==> config.mk <==
export PLATFORM = sky130hd
export DESIGN_NAME = command_ring_reserve_commit_unit
export DESIGN_NICKNAME = d
export VERILOG_FILES = /design/src/crrc_pkg.sv /design/src/crrc_regs.sv /design/src/crrc_calc.sv /design/src/command_ring_reserve_commit_unit.sv
export SDC_FILE = /design/constraint.sdc
export NUM_CORES = 1
export LEC_CHECK = 0
export BUFFER_PORTS_ARGS = -buffer_cell sky130_fd_sc_hd__buf_2
export CORE_MARGIN = 5
export CORE_UTILIZATION = 47
export CTS_CLUSTER_DIAMETER = 40
export DETAILED_ROUTE_END_ITERATION = 16
export PLACE_DENSITY = 0.74
export SYNTH_ARGS = -nofsm -noshare
export SYNTH_HDL_FRONTEND = slang
export SYNTH_SLANG_ARGS = --single-unit
==> constraint.sdc <==
create_clock -name clk_i -period 6.9 [get_ports clk_i]
set_input_delay 2.07 -clock clk_i [delete_from_list [all_inputs] [get_ports clk_i]]
set_output_delay 2.07 -clock clk_i [all_outputs]
set_load 0.05 [all_outputs]
==> src/crrc_pkg.sv <==
// Shared types and codes of the command ring reserve/commit unit.
// No dependencies; every other file of the block imports this package.
package crrc_pkg;

  localparam int unsigned FieldBits = 24;
  localparam int unsigned AddrBits  = 4;
  localparam int unsigned DataBits  = 32;

  typedef logic [FieldBits-1:0] field_t;

  // Function code of an input word
  localparam logic FuncReserve = 1'b0;
  localparam logic FuncCommit  = 1'b1;

  // Register indexes (byte address / 4)
  localparam logic [1:0] RegFifoMin  = 2'd0;
  localparam logic [1:0] RegFifoMax  = 2'd1;
  localparam logic [1:0] RegResvCap  = 2'd2;

  // Error flag bit positions
  localparam int unsigned ErrTooLarge  = 0;
  localparam int unsigned ErrMisalign  = 1;
  localparam int unsigned ErrDoubleRsv = 2;
  localparam int unsigned ErrNoRsv     = 3;

  typedef enum logic [1:0] {
    ST_IN_PLACE = 2'd0,
    ST_BOUNCE   = 2'd1,
    ST_FULL     = 2'd2,
    ST_COMMIT   = 2'd3
  } status_e;

  typedef struct packed {
    field_t fifo_min;
    field_t fifo_max;
    logic   reserve_capable;
  } cfg_t;

  typedef struct packed {
    logic   ld_min;
    field_t min_value;
  } cfg_evt_t;

  typedef struct packed {
    status_e    status;
    field_t     place_offset;
    field_t     first_chunk;
    field_t     second_chunk;
    field_t     write_pointer;
    field_t     reserved_word;
    logic       reserved_write;
    logic [3:0] error_flags;
  } result_t;

endpackage

==> src/crrc_regs.sv <==
// Configuration register file behind the APB-style port.
// Depends on crrc_pkg for the register indexes and the config struct.
module crrc_regs (
  input  logic                           clk_i,
  input  logic                           rst_ni,
  input  logic                           psel,
  input  logic                           penable,
  input  logic                           pwrite,
  input  logic [crrc_pkg::AddrBits-1:0]  paddr,
  input  logic [crrc_pkg::DataBits-1:0]  pwdata,
  output logic [crrc_pkg::DataBits-1:0]  prdata,
  output logic                           pready,
  output crrc_pkg::cfg_t                 cfg_o,
  output crrc_pkg::cfg_evt_t             evt_o
);
  import crrc_pkg::*;

  cfg_t       cfg_q, cfg_d;
  logic       wr_en;
  logic [1:0] reg_idx;

  assign pready  = 1'b1;
  assign reg_idx = paddr[3:2];
  assign wr_en   = psel && penable && pwrite;

  always_comb begin
    cfg_d = cfg_q;
    if (wr_en) begin
      unique case (reg_idx)
        RegFifoMin: cfg_d.fifo_min        = pwdata[FieldBits-1:0];
        RegFifoMax: cfg_d.fifo_max        = pwdata[FieldBits-1:0];
        RegResvCap: cfg_d.reserve_capable = pwdata[0];
        default:    cfg_d = cfg_q;
      endcase
    end
  end

  always_ff @(posedge clk_i or negedge rst_ni) begin
    if (!rst_ni) begin
      cfg_q <= '0;
    end else begin
      cfg_q <= cfg_d;
    end
  end

  always_comb begin
    unique case (reg_idx)
      RegFifoMin: prdata = DataBits'(cfg_q.fifo_min);
      RegFifoMax: prdata = DataBits'(cfg_q.fifo_max);
      RegResvCap: prdata = DataBits'(cfg_q.reserve_capable);
      default:    prdata = '0;
    endcase
  end

  assign cfg_o           = cfg_q;
  assign evt_o.ld_min    = wr_en && (reg_idx == RegFifoMin);
  assign evt_o.min_value = pwdata[FieldBits-1:0];

endmodule

==> src/crrc_calc.sv <==
// Single-pass decision logic for one reserve or commit word.
// Depends on crrc_pkg; purely combinational, state lives in the top level.
module crrc_calc #(
  parameter int unsigned BOUNCE_BYTES = 1048576,
  parameter int unsigned OFFSET_BITS  = 24
) (
  input  crrc_pkg::cfg_t           cfg_i,
  input  logic [OFFSET_BITS-1:0]   next_cmd_i,
  input  crrc_pkg::field_t         pending_i,
  input  logic                     func_i,
  input  crrc_pkg::field_t         byte_count_i,
  input  crrc_pkg::field_t         stop_offset_i,
  output crrc_pkg::result_t        res_o,
  output logic [OFFSET_BITS-1:0]   next_cmd_o,
  output crrc_pkg::field_t         pending_o,
  output logic                     bounce_we_o,
  output logic                     bounce_o
);
  import crrc_pkg::*;

  localparam int unsigned WideBits = ((OFFSET_BITS > FieldBits) ? OFFSET_BITS : FieldBits) + 3;
  localparam logic [WideBits-1:0] BounceW = WideBits'(BOUNCE_BYTES);

  typedef logic [OFFSET_BITS-1:0] off_t;
  typedef logic [WideBits-1:0]    wide_t;

  off_t  mn_o, mx_o, sum_o, nn_o, nn_wrap;
  wide_t mn_w, mx_w, nc_w, by_w, st_w, sum_w, span_w, room_w;
  logic signed [WideBits-1:0] avail;
  logic  in_place, bounce, fits_room;
  field_t first;

  always_comb begin
    // Offsets live in OFFSET_BITS; compares run in a wider unsigned domain
    mn_o   = OFFSET_BITS'(cfg_i.fifo_min);
    mx_o   = OFFSET_BITS'(cfg_i.fifo_max);
    mn_w   = WideBits'(mn_o);
    mx_w   = WideBits'(mx_o);
    nc_w   = WideBits'(next_cmd_i);
    by_w   = WideBits'(byte_count_i);
    st_w   = WideBits'(stop_offset_i);
    sum_w  = nc_w + by_w;
    span_w = (mx_w >= mn_w) ? (mx_w - mn_w) : '0;
    avail  = $signed(mx_w) - $signed(nc_w) + $signed(st_w) - $signed(mn_w);
    room_w = (mx_w > nc_w) ? (mx_w - nc_w) : '0;

    in_place = 1'b0;
    bounce   = 1'b0;
    if (nc_w >= st_w) begin
      if ((sum_w < mx_w) || ((sum_w == mx_w) && (st_w > mn_w))) begin
        in_place = 1'b1;
      end else if (avail > $signed(by_w)) begin
        bounce = 1'b1;
      end
    end else if (sum_w < st_w) begin
      in_place = 1'b1;
    end
    // Small words may go in place even when the consumer is not capable
    if (in_place && !(cfg_i.reserve_capable || (by_w <= WideBits'(4)))) begin
      in_place = 1'b0;
      bounce   = 1'b1;
    end

    // Commit: split across the ring end and wrap the pointer once
    fits_room = by_w <= room_w;
    first     = fits_room ? byte_count_i : FieldBits'(room_w);
    sum_o     = OFFSET_BITS'(sum_w);
    nn_wrap   = sum_o - (mx_o - mn_o);
    nn_o      = (sum_o >= mx_o) ? nn_wrap : sum_o;

    res_o              = '0;
    res_o.place_offset = FieldBits'(next_cmd_i);
    next_cmd_o         = next_cmd_i;
    pending_o          = pending_i;
    bounce_we_o        = 1'b0;
    bounce_o           = 1'b0;

    if (func_i == FuncReserve) begin
      res_o.error_flags[ErrTooLarge]  = (by_w > BounceW) || (by_w > span_w);
      res_o.error_flags[ErrMisalign]  = byte_count_i[1:0] != 2'b00;
      res_o.error_flags[ErrDoubleRsv] = pending_i != '0;
      if (in_place) begin
        res_o.status         = ST_IN_PLACE;
        pending_o            = byte_count_i;
        bounce_we_o          = 1'b1;
        bounce_o             = 1'b0;
        res_o.reserved_word  = cfg_i.reserve_capable ? byte_count_i : '0;
        res_o.reserved_write = cfg_i.reserve_capable;
      end else if (bounce) begin
        res_o.status = ST_BOUNCE;
        pending_o    = byte_count_i;
        bounce_we_o  = 1'b1;
        bounce_o     = 1'b1;
      end else begin
        res_o.status = ST_FULL;
      end
    end else begin
      res_o.error_flags[ErrNoRsv] = pending_i == '0;
      res_o.status         = ST_COMMIT;
      res_o.first_chunk    = first;
      res_o.second_chunk   = byte_count_i - first;
      res_o.reserved_write = cfg_i.reserve_capable;
      pending_o            = '0;
      next_cmd_o           = nn_o;
    end
    res_o.write_pointer = FieldBits'(next_cmd_o);
  end

endmodule

==> src/command_ring_reserve_commit_unit.sv <==
// Producer side of a byte-addressed command ring: reserve and commit words.
// Words pass the input register, then the result register when it is empty
// or drained. Throughput: one word per cycle while out_stall_i is low; both
// form a two-deep pipeline, so a word is taken while a result waits.
// Reset (rst_ni low, asynchronous): registers, write pointer, pending size
// and bounce flag clear to zero; both pipeline stages empty.
module command_ring_reserve_commit_unit #(
  parameter int unsigned BOUNCE_BYTES = 1048576,
  parameter int unsigned OFFSET_BITS  = 24
) (
  input  logic                           clk_i,
  input  logic                           rst_ni,
  // configuration port
  input  logic                           psel,
  input  logic                           penable,
  input  logic                           pwrite,
  input  logic [crrc_pkg::AddrBits-1:0]  paddr,
  input  logic [crrc_pkg::DataBits-1:0]  pwdata,
  output logic [crrc_pkg::DataBits-1:0]  prdata,
  output logic                           pready,
  // request channel
  input  logic                           in_valid_i,
  output logic                           in_stall_o,
  input  logic                           func_i,
  input  logic [23:0]                    byte_count_i,
  input  logic [23:0]                    stop_offset_i,
  // result channel
  output logic                           out_valid_o,
  input  logic                           out_stall_i,
  output logic [1:0]                     status_o,
  output logic [23:0]                    place_offset_o,
  output logic [23:0]                    first_chunk_o,
  output logic [23:0]                    second_chunk_o,
  output logic [23:0]                    write_pointer_o,
  output logic [23:0]                    reserved_word_o,
  output logic                           reserved_write_o,
  output logic [3:0]                     error_flags_o
);
  import crrc_pkg::*;

  cfg_t     cfg;
  cfg_evt_t evt;

  // Input register stage
  logic   s1_vld_q, s1_vld_d;
  logic   s1_func_q;
  field_t s1_bytes_q, s1_stop_q;

  // Ring state
  logic [OFFSET_BITS-1:0] next_cmd_q, next_cmd_d, calc_nc;
  field_t                 pending_q, pending_d, calc_pend;
  logic                   bounce_q, bounce_d, calc_bwe, calc_bval;

  // Result register stage
  logic    out_vld_q, out_vld_d;
  result_t res_q, calc_res;

  logic in_acc, adv, fire;

  crrc_regs u_regs (
    .clk_i   (clk_i),
    .rst_ni  (rst_ni),
    .psel    (psel),
    .penable (penable),
    .pwrite  (pwrite),
    .paddr   (paddr),
    .pwdata  (pwdata),
    .prdata  (prdata),
    .pready  (pready),
    .cfg_o   (cfg),
    .evt_o   (evt)
  );

  crrc_calc #(
    .BOUNCE_BYTES (BOUNCE_BYTES),
    .OFFSET_BITS  (OFFSET_BITS)
  ) u_calc (
    .cfg_i         (cfg),
    .next_cmd_i    (next_cmd_q),
    .pending_i     (pending_q),
    .func_i        (s1_func_q),
    .byte_count_i  (s1_bytes_q),
    .stop_offset_i (s1_stop_q),
    .res_o         (calc_res),
    .next_cmd_o    (calc_nc),
    .pending_o     (calc_pend),
    .bounce_we_o   (calc_bwe),
    .bounce_o      (calc_bval)
  );

  // Advance the result register when it is empty or being drained
  assign adv        = !out_vld_q || !out_stall_i;
  assign fire       = s1_vld_q && adv;
  assign in_stall_o = s1_vld_q && !adv;
  assign in_acc     = in_valid_i && !in_stall_o;

  always_comb begin
    s1_vld_d  = in_acc || (s1_vld_q && !adv);
    out_vld_d = adv ? s1_vld_q : out_vld_q;
    // Commit state only for the word that moves into the result register
    next_cmd_d = fire ? calc_nc : next_cmd_q;
    pending_d  = fire ? calc_pend : pending_q;
    bounce_d   = (fire && calc_bwe) ? calc_bval : bounce_q;
    // Writing fifo_min reloads the write pointer
    if (evt.ld_min) begin
      next_cmd_d = OFFSET_BITS'(evt.min_value);
    end
  end

  always_ff @(posedge clk_i or negedge rst_ni) begin
    if (!rst_ni) begin
      s1_vld_q   <= 1'b0;
      out_vld_q  <= 1'b0;
      next_cmd_q <= '0;
      pending_q  <= '0;
      bounce_q   <= 1'b0;
    end else begin
      s1_vld_q   <= s1_vld_d;
      out_vld_q  <= out_vld_d;
      next_cmd_q <= next_cmd_d;
      pending_q  <= pending_d;
      bounce_q   <= bounce_d;
    end
  end

  // Payload registers: load on accept / advance, no reset
  always_ff @(posedge clk_i) begin
    if (in_acc) begin
      s1_func_q  <= func_i;
      s1_bytes_q <= byte_count_i;
      s1_stop_q  <= stop_offset_i;
    end
    if (fire) begin
      res_q <= calc_res;
    end
  end

  assign out_valid_o      = out_vld_q;
  assign status_o         = res_q.status;
  assign place_offset_o   = res_q.place_offset;
  assign first_chunk_o    = res_q.first_chunk;
  assign second_chunk_o   = res_q.second_chunk;
  assign write_pointer_o  = res_q.write_pointer;
  assign reserved_word_o  = res_q.reserved_word;
  assign reserved_write_o = res_q.reserved_write;
  assign error_flags_o    = res_q.error_flags;

  // A full answer leaves the ring state untouched
  a_full_holds: assert property (@(posedge clk_i) disable iff (!rst_ni)
    (fire && calc_res.status == ST_FULL && !evt.ld_min)
      |=> ($stable(next_cmd_q) && $stable(pending_q) && $stable(bounce_q)))
    else $error("ring state changed on a full answer");

  // A bounce placement marks the bounce buffer in use
  a_bounce_flag: assert property (@(posedge clk_i) disable iff (!rst_ni)
    (fire && calc_res.status == ST_BOUNCE) |=> bounce_q)
    else $error("bounce flag not set after bounce placement");

  // The two chunks of a commit cover exactly the committed bytes
  a_chunk_sum: assert property (@(posedge clk_i) disable iff (!rst_ni)
    (s1_vld_q && s1_func_q == FuncCommit)
      |-> (FieldBits'(calc_res.first_chunk + calc_res.second_chunk) == s1_bytes_q))
    else $error("commit chunks do not sum to byte count");

  // The reserved word is only written for in-place reserves and commits
  a_rword_kind: assert property (@(posedge clk_i) disable iff (!rst_ni)
    (out_vld_q && res_q.reserved_write)
      |-> (res_q.status == ST_IN_PLACE || res_q.status == ST_COMMIT))
    else $error("reserved word written for bounce or full answer");

  // A commit clears the pending reservation
  a_commit_clears: assert property (@(posedge clk_i) disable iff (!rst_ni)
    (fire && s1_func_q == FuncCommit) |=> (pending_q == '0))
    else $error("pending size not cleared by commit");

endmodule
# [Word level (Yosys, flattened, before mapping)]
# Cells that the tools add are included.
[totals] wordCells=97 reg_bits=275 output_inout_bits=162 latch_bits=0 n_memories=0 mem_bits_rw=0 rom_bits=0 inputBits=92
[classes] n_bitwise=2 reduce_logical=29 div=0 shifts=0 eq_ne=3 mul=0 addsub=9 order_cmp=12 n_mux=23
[ops] operator="$mux W24" n=8
[ops] operator="$sub A24 B24 Y25" n=3
[ops] operator="$ge A24 B24 Y1" n=3
[ops] operator="$pmux W24 S3" n=1
[ops] operator="$sub A24 B24 Y24" n=3
[ops] operator="$lt A27 B24 Y1" n=2
[ops] operator="$mux W27" n=2
[ops] operator="$gt A24 B24 Y1" n=2
[ops] operator="$add A27 B25 Y27" n=1
[ops] operator="$eq A27 B24 Y1" n=1
[ops] operator="$gt A24 B27 Y1" n=1
[ops] operator="$gt A27 B25 Y1" n=1
[ops] operator="$le A24 B27 Y1" n=1
[ops] operator="$sub A27 B25 Y27" n=1
[ops] operator="$add A24 B24 Y25" n=1
[ops] operator="$gt A24 B21 Y1 const B" n=1
[ops] operator="$le A24 B3 Y1 const B" n=1
[ops] operator="$logic_not A24 Y1" n=1
[ops] operator="$reduce_bool A24 Y1" n=1
[ops] operator="$mux W1" n=10
[ops] operator="$logic_and A1 B1 Y1" n=8
[ops] operator="$reduce_and A2 Y1" n=4
[ops] operator="$logic_not A1 Y1" n=5
[ops] operator="$logic_or A1 B1 Y1" n=5
[ops] operator="8 further kinds" n=11

# [Logic depth before layout (Yosys ltp)]
# Gate-level depths: netlist of run 1.
[depth] depth_word=11 ltp_mapped=32 depth_no_buf=31

# [Hierarchy]
# A second synthesis of run 1 with hierarchy kept.
[hier_totals] cells_unflattened=2622 hier_area_um2=24529.8
[modules_own_cells] module="crrc_calc" seq_area_each_um2=0.0 cells_each=2010 n_inst=1 area_each_um2=14533.9
[modules_own_cells] module="command_ring_reserve_commit_unit" seq_area_each_um2=6536.3 cells_each=415 n_inst=1 area_each_um2=7440.9
[modules_own_cells] module="crrc_regs" seq_area_each_um2=1226.2 cells_each=197 n_inst=1 area_each_um2=2555.0

# [Least setup slack after synthesis of run 1]
# OpenSTA, ideal clock, no wires.
[synth_timing] path_kind="in2reg" from="input out_stall_i" to="register next_cmd_q[0]" t_arrival_ps=6591 setup_ps=95 path_buffers=2 cell_stages=6 slack_ps=213 t_required_ps=6805 cell_sequence="nand2_1 -> and2_1 -> clkbuf_1 -> clkbuf_1 -> a21oi_1 -> o21ai_0"
[synth_between] elab_chain_len=4
[synth_rtl] element="start: declaration" line_no="command_ring_reserve_commit_unit.sv:29" source="input logic out_stall_i,"
[synth_rtl] element="$logic_not A1 Y1" line_no="command_ring_reserve_commit_unit.sv:92" source="assign adv = !out_vld_q || !out_stall_i;"
[synth_rtl] element="$logic_or A1 B1 Y1" line_no="command_ring_reserve_commit_unit.sv:92"
[synth_rtl] element="$logic_and A1 B1 Y1" line_no="command_ring_reserve_commit_unit.sv:93" source="assign fire = s1_vld_q && adv;"
[synth_rtl] element="net fire" line_no="command_ring_reserve_commit_unit.sv:58" source="logic in_acc, adv, fire;"
[synth_rtl] element="$reduce_bool A2 Y1 (no source line)"
[synth_rtl] element="end signal: assignment" line_no="command_ring_reserve_commit_unit.sv:120" source="next_cmd_q <= next_cmd_d;"
[synth_rtl] element="end: declaration" line_no="command_ring_reserve_commit_unit.sv:50" source="logic [OFFSET_BITS-1:0] next_cmd_q, next_cmd_d, calc_nc;"
# The timed path passes the listed nets, and every way through them passes these cells.
# A chain may end at the register's enable or synchronous reset.

# [Final worst setup path of run 1]
[layout_timing] from="register u_regs.cfg_q (netlist bit u_regs.cfg_o[2])" to="register res_q (netlist bit second_chunk_o[22]) (data pin)"
[layout_between] elab_chain_len=5 elab_cells_between_ends=6 classes_between="add/sub: 2; order compare: 2; mux: 2"
[layout_rtl] element="start: declaration" line_no="crrc_regs.sv:18" source="cfg_t cfg_q, cfg_d;"
[layout_rtl] element="start signal: assignment" line_no="crrc_regs.sv:42" source="cfg_q <= cfg_d;"
[layout_rtl] element="$sub A24 B24 Y25 or $gt A24 B24 Y1 (tied branches)" line_no="crrc_calc.sv:45" source="room_w = (mx_w > nc_w) ? (mx_w - nc_w) : '0;"
[layout_rtl] element="$mux W27 (*)" line_no="crrc_calc.sv:45"
[layout_rtl] element="$le A24 B27 Y1" line_no="crrc_calc.sv:65" source="fits_room = by_w <= room_w;"
[layout_rtl] element="$mux W24 (*)" line_no="crrc_calc.sv:66" source="first = fits_room ? byte_count_i : FieldBits'(room_w);"
[layout_rtl] element="$sub A24 B24 Y24 (*)" line_no="crrc_calc.sv:101" source="res_o.second_chunk = byte_count_i - first;"
[layout_rtl] element="end signal: assignment" line_no="command_ring_reserve_commit_unit.sv:134" source="res_q <= calc_res;"
[layout_rtl] element="end: declaration" line_no="command_ring_reserve_commit_unit.sv:56" source="result_t res_q, calc_res;"
# Every way passes the cells marked *; elsewhere a longest branch is shown, timed or not.

==> results of run 1 <==
-- worst max-delay path, delay by kind of cell (launching register included) --
| family | cells | cell delay [ps] |
|---|---|---|
| AOI/OAI and AO/OA | 15 | 2940 |
| xor gates and xnor gates | 1 | 160 |
| adders and majority gates | 3 | 910 |
| buffers and inverters | 5 | 880 |
| DFF | 1 | 400 |
| muxes | 1 | 340 |
| and+or+nand+nor | 5 | 930 |
-- flip-flops by register name, summed over array words and instances, names as in the netlist, 4 cells and up --
register / cells
next_cmd_q: 24
s1_bytes_q: 24
pending_q: 24
reserved_word_o: 24
write_pointer_o: 24
place_offset_o: 24
first_chunk_o: 24
u_regs.cfg_o: 49
s1_stop_q: 24
second_chunk_o: 24
error_flags_o: 4
-- path summary, 6_finish.rpt --
kind,end,slack (ps),start
max,second_chunk_o[22]$_SDFFCE_PN0P_,50,u_regs.cfg_o[2]$_DFFE_PN0P_
min,pending_q[0]$_DFFE_PN0P_,510,pending_q[0]$_DFFE_PN0P_
max reg2reg,second_chunk_o[22]$_SDFFCE_PN0P_,50,u_regs.cfg_o[2]$_DFFE_PN0P_
min reg2reg,pending_q[0]$_DFFE_PN0P_,510,pending_q[0]$_DFFE_PN0P_
max in group asynchronous,u_regs.cfg_o[20]$_DFFE_PN0P_,4100,rst_ni
min in group asynchronous,u_regs.cfg_o[5]$_DFFE_PN0P_,1560,rst_ni
-- final cells by class --
type	count	area (um2)	area share (%)
Clock buffer	54	1310	4.23
Clock inverter	41	442	1.43
Inverter	217	815	2.64
Multi-Input combinational cell	1964	15800	51.1
Sequential cell	275	7760	25.1
Tap cell	672	841	2.72
Timing Repair Buffer	576	3940	12.7
-- cells by family (layout without fill, tap and decap cells) --
logic type | Yosys count | count (layout)
AOI/OAI and AO/OA | 622 | 623
xor gates and xnor gates | 106 | 106
adders and majority gates | 385 | 385
buffers and inverters | 289 | 888
DFF | 275 | 275
muxes | 118 | 118
other | 2 | 9
and+or+nand+nor | 723 | 723
-- repair_timing --
item | CTS | global route
setup endpoints to repair | 43 | 39
setup buffers | 18 | 13
pin swaps | 33 | 71
gates resized for setup | 85 | 85
cloned | 3 | 1
-- per-layer routing --
layer / GRT usage [%] / part of all wire (%) / vias to the layer above
met2: 48.3 / 44 / 1107
met1: 42.1 / 43 / 10855
met4: 10.7 / 4.2 / 0
met5: 0 / 0 / -
met3: 6.49 / 9.0 / 220
li1: - / - / 10298
-- stage by stage --
stage          std cells  utilization, %  setup slack [ps]
2_1_floorplan       2527               -               213
3_3_place_gp        3671            55.7              -553
3_5_place_dp        3671            55.7              -726
4_1_cts             3786            60.4              1.18
5_1_grt             3799            61.4              -194
6_report            3799            61.4              52.3
-- layout by cell type (no fill, tap or decap), types with 27 or more instances in the layout --
cell | synthesis | final
a21o_1 | 72 | 72
a21oi_1 | 202 | 187
and2_1 | 38 | 35
buf_2 | 5 | 233
buf_4 | 10 | 321
clkbuf_16 | 0 | 52
dfrtp_1 | 99 | 99
edfxtp_1 | 176 | 176
fa_1 | 51 | 49
ha_1 | 334 | 318
inv_1 | 216 | 211
mux2_2 | 47 | 41
mux2i_1 | 51 | 48
nand2_1 | 166 | 163
nand3_1 | 59 | 57
nand4_1 | 52 | 52
nor2_1 | 216 | 211
nor3_1 | 43 | 38
o211ai_1 | 27 | 27
o21a_1 | 31 | 31
o21ai_0 | 120 | 103
xnor2_1 | 70 | 64
xor2_1 | 36 | 35
==> metrics.md, run 1 <==
| Metric | Value |
|---|---|
| Status | complete, no violations |
| Crit-path most repeated cell | a21o_1 |
| I/O Buffers | 234 |
| Worst skew pair latency | 610 ps |
| Compound-gate portion of the synthesized area | 16.7% |
| GP Congestion | 1.02 |
| Post-synthesis mux area share | 5.61% |
| Relative slew slack | 25.9% |
| Max Slew Vio Count | 0 |
| Syn_area_per_cell | 9.48 um2 |
| CTS tree | done |
| IO Pins | 254 |
| Commonest cells post-synth | ha_1 (334), inv_1 (216), nor2_1 (216) |
| Hold WS | 513 ps |
| Min Clock Period, post-route | 6850 ps |
| RSZ-0062 raised after global routing | yes |
| Crit share post-route | 99.2% |
| Cell depth of the worst flop-to-flop path | 30 |
| Setup violators final | 0 |
| CP Launch Type | register |
| Critical path fanouts, max | 17 |
| Drt initial violations | 1896 |
| Area grow syn2layout | 29.2% |
| Largest net degree at the start of global routing | 60 |
| Die width | 236 um |
| Clock root cell | clkbuf_16 |
| Yosys warnings | 0 |
| Syn Inst Count | 2520 |
| Total CTS buffers | 51 |
| H-tree levels | 2 |
| Number of cells on the worst hold path | 1 |
| Final #Nets | 3562 |
| HP Class | register to register |
| Vias in the first global route | 22390 |
| Critical Path AT | 7160 ps |
| Drt pass-1 iters | 7 |
| Antenna viol nets, final | 0 |
| GRT overflow | 0 |
| Largest family of logic cells by synthesized area | adder cells |
| Clock-pin slew on the worst setup and hold paths | 60 ps |
| Post-Route Skew | 33.8 ps |
| Adder-Cell Fraction of Synth Area | 21.8% |
| CP endpoint kind | register |
| Design area | 30900 um2 |
| GRT Total Usage | 30.7% |
| Layout cell share with drive strength beyond 1 | 28.0% |
| Simple-gate area share of the yosys netlist | 14.7% |
| Hold Vio Cnt, Final | 0 |
| Async S/R FF share, synth | 36.0% |
| Worst endpoint required time | 7210 ps |
| Netlist Area Pre-Place | 23900 um2 |
| Core area | 50300 um2 |
| Die ar. | 55500 um2 |
| CP peak stage delay | 410 ps |
| Top-count cell post-synth | ha_1 |
| Die Ht | 236 um |
| Sum of negative setup slack | 0 ps |
| Area contributors post-synth | edfxtp_1 (22%), ha_1 (17%), dfrtp_1 (10%) |
| Via/cell ratio | 5.92 |
| # DRC | 0 |
| Netlist cell types | 84 |
| Highest Clock Rate | 146 MHz |
| Site row count | 82 |
| Main synth FF type | edfxtp_1 |
| Post-synth EDFFs | 176 |
| Crit Path Class | register to register |
| Num Clock Sinks | 275 |
| DP HPWL | 70400 um |
| Worst path slowest cell | or3_1 |
| # Max-Cap Violations | 0 |
| Max Root-Sink Buffers | 3 |
| Antenna violations before repair | 2 |
| Register area share after synthesis | 32.5% |
| Fillcell total | 4158 |
| First-pass GRT wire length | 132000 um |
| Number of antenna cells inserted | 0 |
| Worst Tran Pin Value | 1100 ps |
| Synth top area share | 22.1% |
| Drt total wl | 89200 um |
| Hold-fix buffers, CTS | 0 |
| Placed instance area | 28000 um2 |
| Cell taking the most area after synthesis | edfxtp_1 |
| Routed vias | 22480 |
| FF+latch count, synth | 275 |
| Initial Util | 47.5% |
| Synth Area in XOR/XNOR | 3.88% |
| Drt wl/cell | 23.5 um |
Power of run 1 is left out: the tool's default activity adds up to more than one toggle a clock period on the data nets, which glitch-free logic cannot reach.
==> run 2: changes to the inputs <==
Settings changed: PLACE_DENSITY 0.74 to unset, PLACE_DENSITY_LB_ADDON set to 0.25.
==> metrics.md, run 2 (synthesis results as in run 1) <==
| Metric | Value |
|---|---|
| CTS tree | done (unchanged) |
| DP HPWL | 71500 um (was 70400 um) |
| Layout cell share with drive strength beyond 1 | 28.6% (was 28.0%) |
| Failing checks | setup timing |
| GR Layer Usage met2 | 48.8% (was 48.3%) |
| Fillcell total | 4225 (was 4158) |
| First-pass GRT wire length | 134000 um (was 132000 um) |
| H-tree levels | 2 (unchanged) |
| Met1 Usage GRT | 43.5% (was 42.1%) |
| CP endpoint kind | register (unchanged) |
| GP Congestion | 0.985 (was 1.02) |
| GRT Total Usage | 31.4% (was 30.7%) |
| Max Root-Sink Buffers | 3 (unchanged) |
| FF-to-FF setup slack | -70 ps (was 50 ps) |
| Setup violators final | 27 (was 0) |
| Max reg flops | 49 (unchanged) |
| Site row count | 82 (unchanged) |
| Highest Clock Rate | 144 MHz (was 146 MHz) |
| Die width | 236 um (unchanged) |
| Drt wl/cell | 23.9 um (was 23.5 um) |
| Worst path slowest cell | a221o_1 (was or3_1) |
| Hold-fix buffers, CTS | 0 (unchanged) |
| IO Pins | 254 (unchanged) |
| Sum of negative setup slack | -843 ps (was 0 ps) |
| Crit share post-route | 101% (was 99.2%) |
| Via/cell ratio | 5.86 (was 5.92) |
| Num Clock Sinks | 275 (unchanged) |
| Top Usage Layer GRT | met2 (unchanged) |
| Core area | 50300 um2 (unchanged) |
| Kind of cell adding the most delay to the critical path | compound AO/OA/AOI/OAI gates (unchanged) |
| HP Class | register to register (unchanged) |
| Worst skew pair latency | 590 ps (was 610 ps) |
| Worst r2r src | u_regs.cfg_o[1]$_DFFE_PN0P_ (was u_regs.cfg_o[2]$_DFFE_PN0P_) |
| Drt total wl | 91500 um (was 89200 um) |
| CP peak stage delay | 430 ps (was 410 ps) |
| Relative slew slack | 12.9% (was 25.9%) |
| Reg area | 7760 um2 (unchanged) |
| RSZ-0062 raised after global routing | yes (unchanged) |
| WHS Endpoint | pending_q[0]$_DFFE_PN0P_ (unchanged) |
| Area occupied by multi-input gates | 15700 um2 (was 15800 um2) |
| Cell depth of the worst flop-to-flop path | 36 (was 30) |
| Clock root cell | clkbuf_16 (unchanged) |
| Vias in the first global route | 22348 (was 22390) |
| Max Slew Vio Count | 0 (unchanged) |
| Final #Nets | 3599 (was 3562) |
| # DRC | 0 (unchanged) |
| Critical R2R Capture | second_chunk_o[12]$_SDFFCE_PN0P_ (was second_chunk_o[22]$_SDFFCE_PN0P_) |
| Buf+Inv Stages, Crit Path | 8 (was 5) |
| Antenna viol nets, final | 0 (unchanged) |
| Most frequent cells in the layout | buf_4 (366), ha_1 (321), buf_2 (233), inv_1 (213), nor2_1 (210) (was buf_4 (321), ha_1 (318), buf_2 (233), nor2_1 (211), inv_1 (211)) |
| # Max-Cap Violations | 0 (unchanged) |
| Hold Path Origin | pending_q[0]$_DFFE_PN0P_ (unchanged) |
| Clock-pin slew on the worst setup and hold paths | 50 ps (was 60 ps) |
| Die Ht | 236 um (unchanged) |
| Min Clock Period, post-route | 6970 ps (was 6850 ps) |
| Area grow syn2layout | 29.3% (was 29.2%) |
| Most common cell after layout, fill and taps aside | buf_4 (unchanged) |
| GRT overflow | 0 (unchanged) |
| Post-Route Skew | 24.4 ps (was 33.8 ps) |
| Worst Tran Pin Value | 1290 ps (was 1100 ps) |
| I/O Buffers | 234 (unchanged) |
| CP Launch Type | register (unchanged) |
| Antenna violations before repair | 3 (was 2) |
| Critical Path AT | 7270 ps (was 7160 ps) |
| Critical path fanouts, max | 5 (was 17) |
| Met3 usage | 6.71% (was 6.49%) |
| Drt initial violations | 1696 (was 1896) |
| Hold Vio Cnt, Final | 0 (unchanged) |
| Crit Path Class | register to register (unchanged) |
| Initial Util | 47.5% (unchanged) |
| Total CTS buffers | 45 (was 51) |
| Number of cells on the worst hold path | 1 (unchanged) |
| Routed vias | 22468 (was 22480) |
| Worst setup margin | -65.3 ps (was 52.3 ps) |
| Largest net degree at the start of global routing | 69 (was 60) |
| Worst endpoint required time | 7210 ps (about the same) |
| Drt pass-1 iters | 6 (was 7) |
| Die ar. | 55500 um2 (unchanged) |
| Status | finished, violations left (was complete, no violations) |
run 2: cell count changes in the layout (fill, tap and decap cells not counted), sizes merged:
cell | before | now
diode | 0 | 1
clkinv | 14 | 10
clkbuf | 55 | 61
bufinv | 2 | 0
inv | 234 | 228
buf | 575 | 618
clkinvlp | 8 | 2
run 2: worst max-delay path by stage:
stage	start	to	slack, ps	cells past startpoint
after CTS	u_regs.cfg_o[1]$_DFFE_PN0P_	second_chunk_o[23]$_SDFFCE_PN0P_	-30	34
after detailed placement	u_regs.cfg_o[1]$_DFFE_PN0P_	second_chunk_o[12]$_SDFFCE_PN0P_	-710	32
final	u_regs.cfg_o[1]$_DFFE_PN0P_	second_chunk_o[12]$_SDFFCE_PN0P_	-70	36
after floorplan	out_stall_i	next_cmd_q[0]$_DFFE_PN0P_	210	6
after global placement	u_regs.cfg_o[1]$_DFFE_PN0P_	second_chunk_o[12]$_SDFFCE_PN0P_	-550	32
after global routing	u_regs.cfg_o[1]$_DFFE_PN0P_	second_chunk_o[12]$_SDFFCE_PN0P_	-300	36
run 2: worst register-to-register path: cells and delay by family, from the launching register on:
family | cells | cell delay, ps
adder cells (fa/ha/maj) | 5 | 1310
multiplexers | 1 | 320
AO/OA/AOI/OAI | 12 | 2200
AND/OR/NAND/NOR | 9 | 1270
buffers and inverters | 8 | 1060
flip-flops | 1 | 380
XOR/XNOR | 1 | 120
run 2: through the flow:
step,hold WS [ps],instances,cell area (um2),utilization (%),setup WS (ps)
final,513,3831,30900,61.5,-65.3
after CTS,512,3820,30400,60.5,-29.4
after global placement,491,3687,28100,55.9,-547
after floorplan,464,2527,23900,-,213
after detailed placement,495,3687,28100,55.9,-712
after global routing,522,3830,30900,61.5,-301
run 2: per-layer routing:
layer | up-vias | wire length, um
met5 | - | 0
met3 | 179 | 7440
met4 | 0 | 3850
met2 | 968 | 40400
met1 | 10962 | 39800
li1 | 10359 | -
run 2: area by class of cell:
cell class                 instances  share of cell area, %
tap                              672                   2.72
clock buffer                      60                   4.16
timing repair buffer             619                   13.7
multi-input combinational       1964                   50.9
inverter                         217                   2.63
sequential                       275                   25.1
clock inverter                    23                  0.696
antenna                            1                0.00809
run 2: repair_timing:
| item | CTS | global route |
|---|---|---|
| pin swaps | 33 | 59 |
| endpoints found under the setup margin | 42 | 41 |
| buffers inserted | 48 | 12 |
| gates resized for setup | 79 | 85 |
| cloned | 3 | 1 |
Power of run 2 is left out for the same reason.
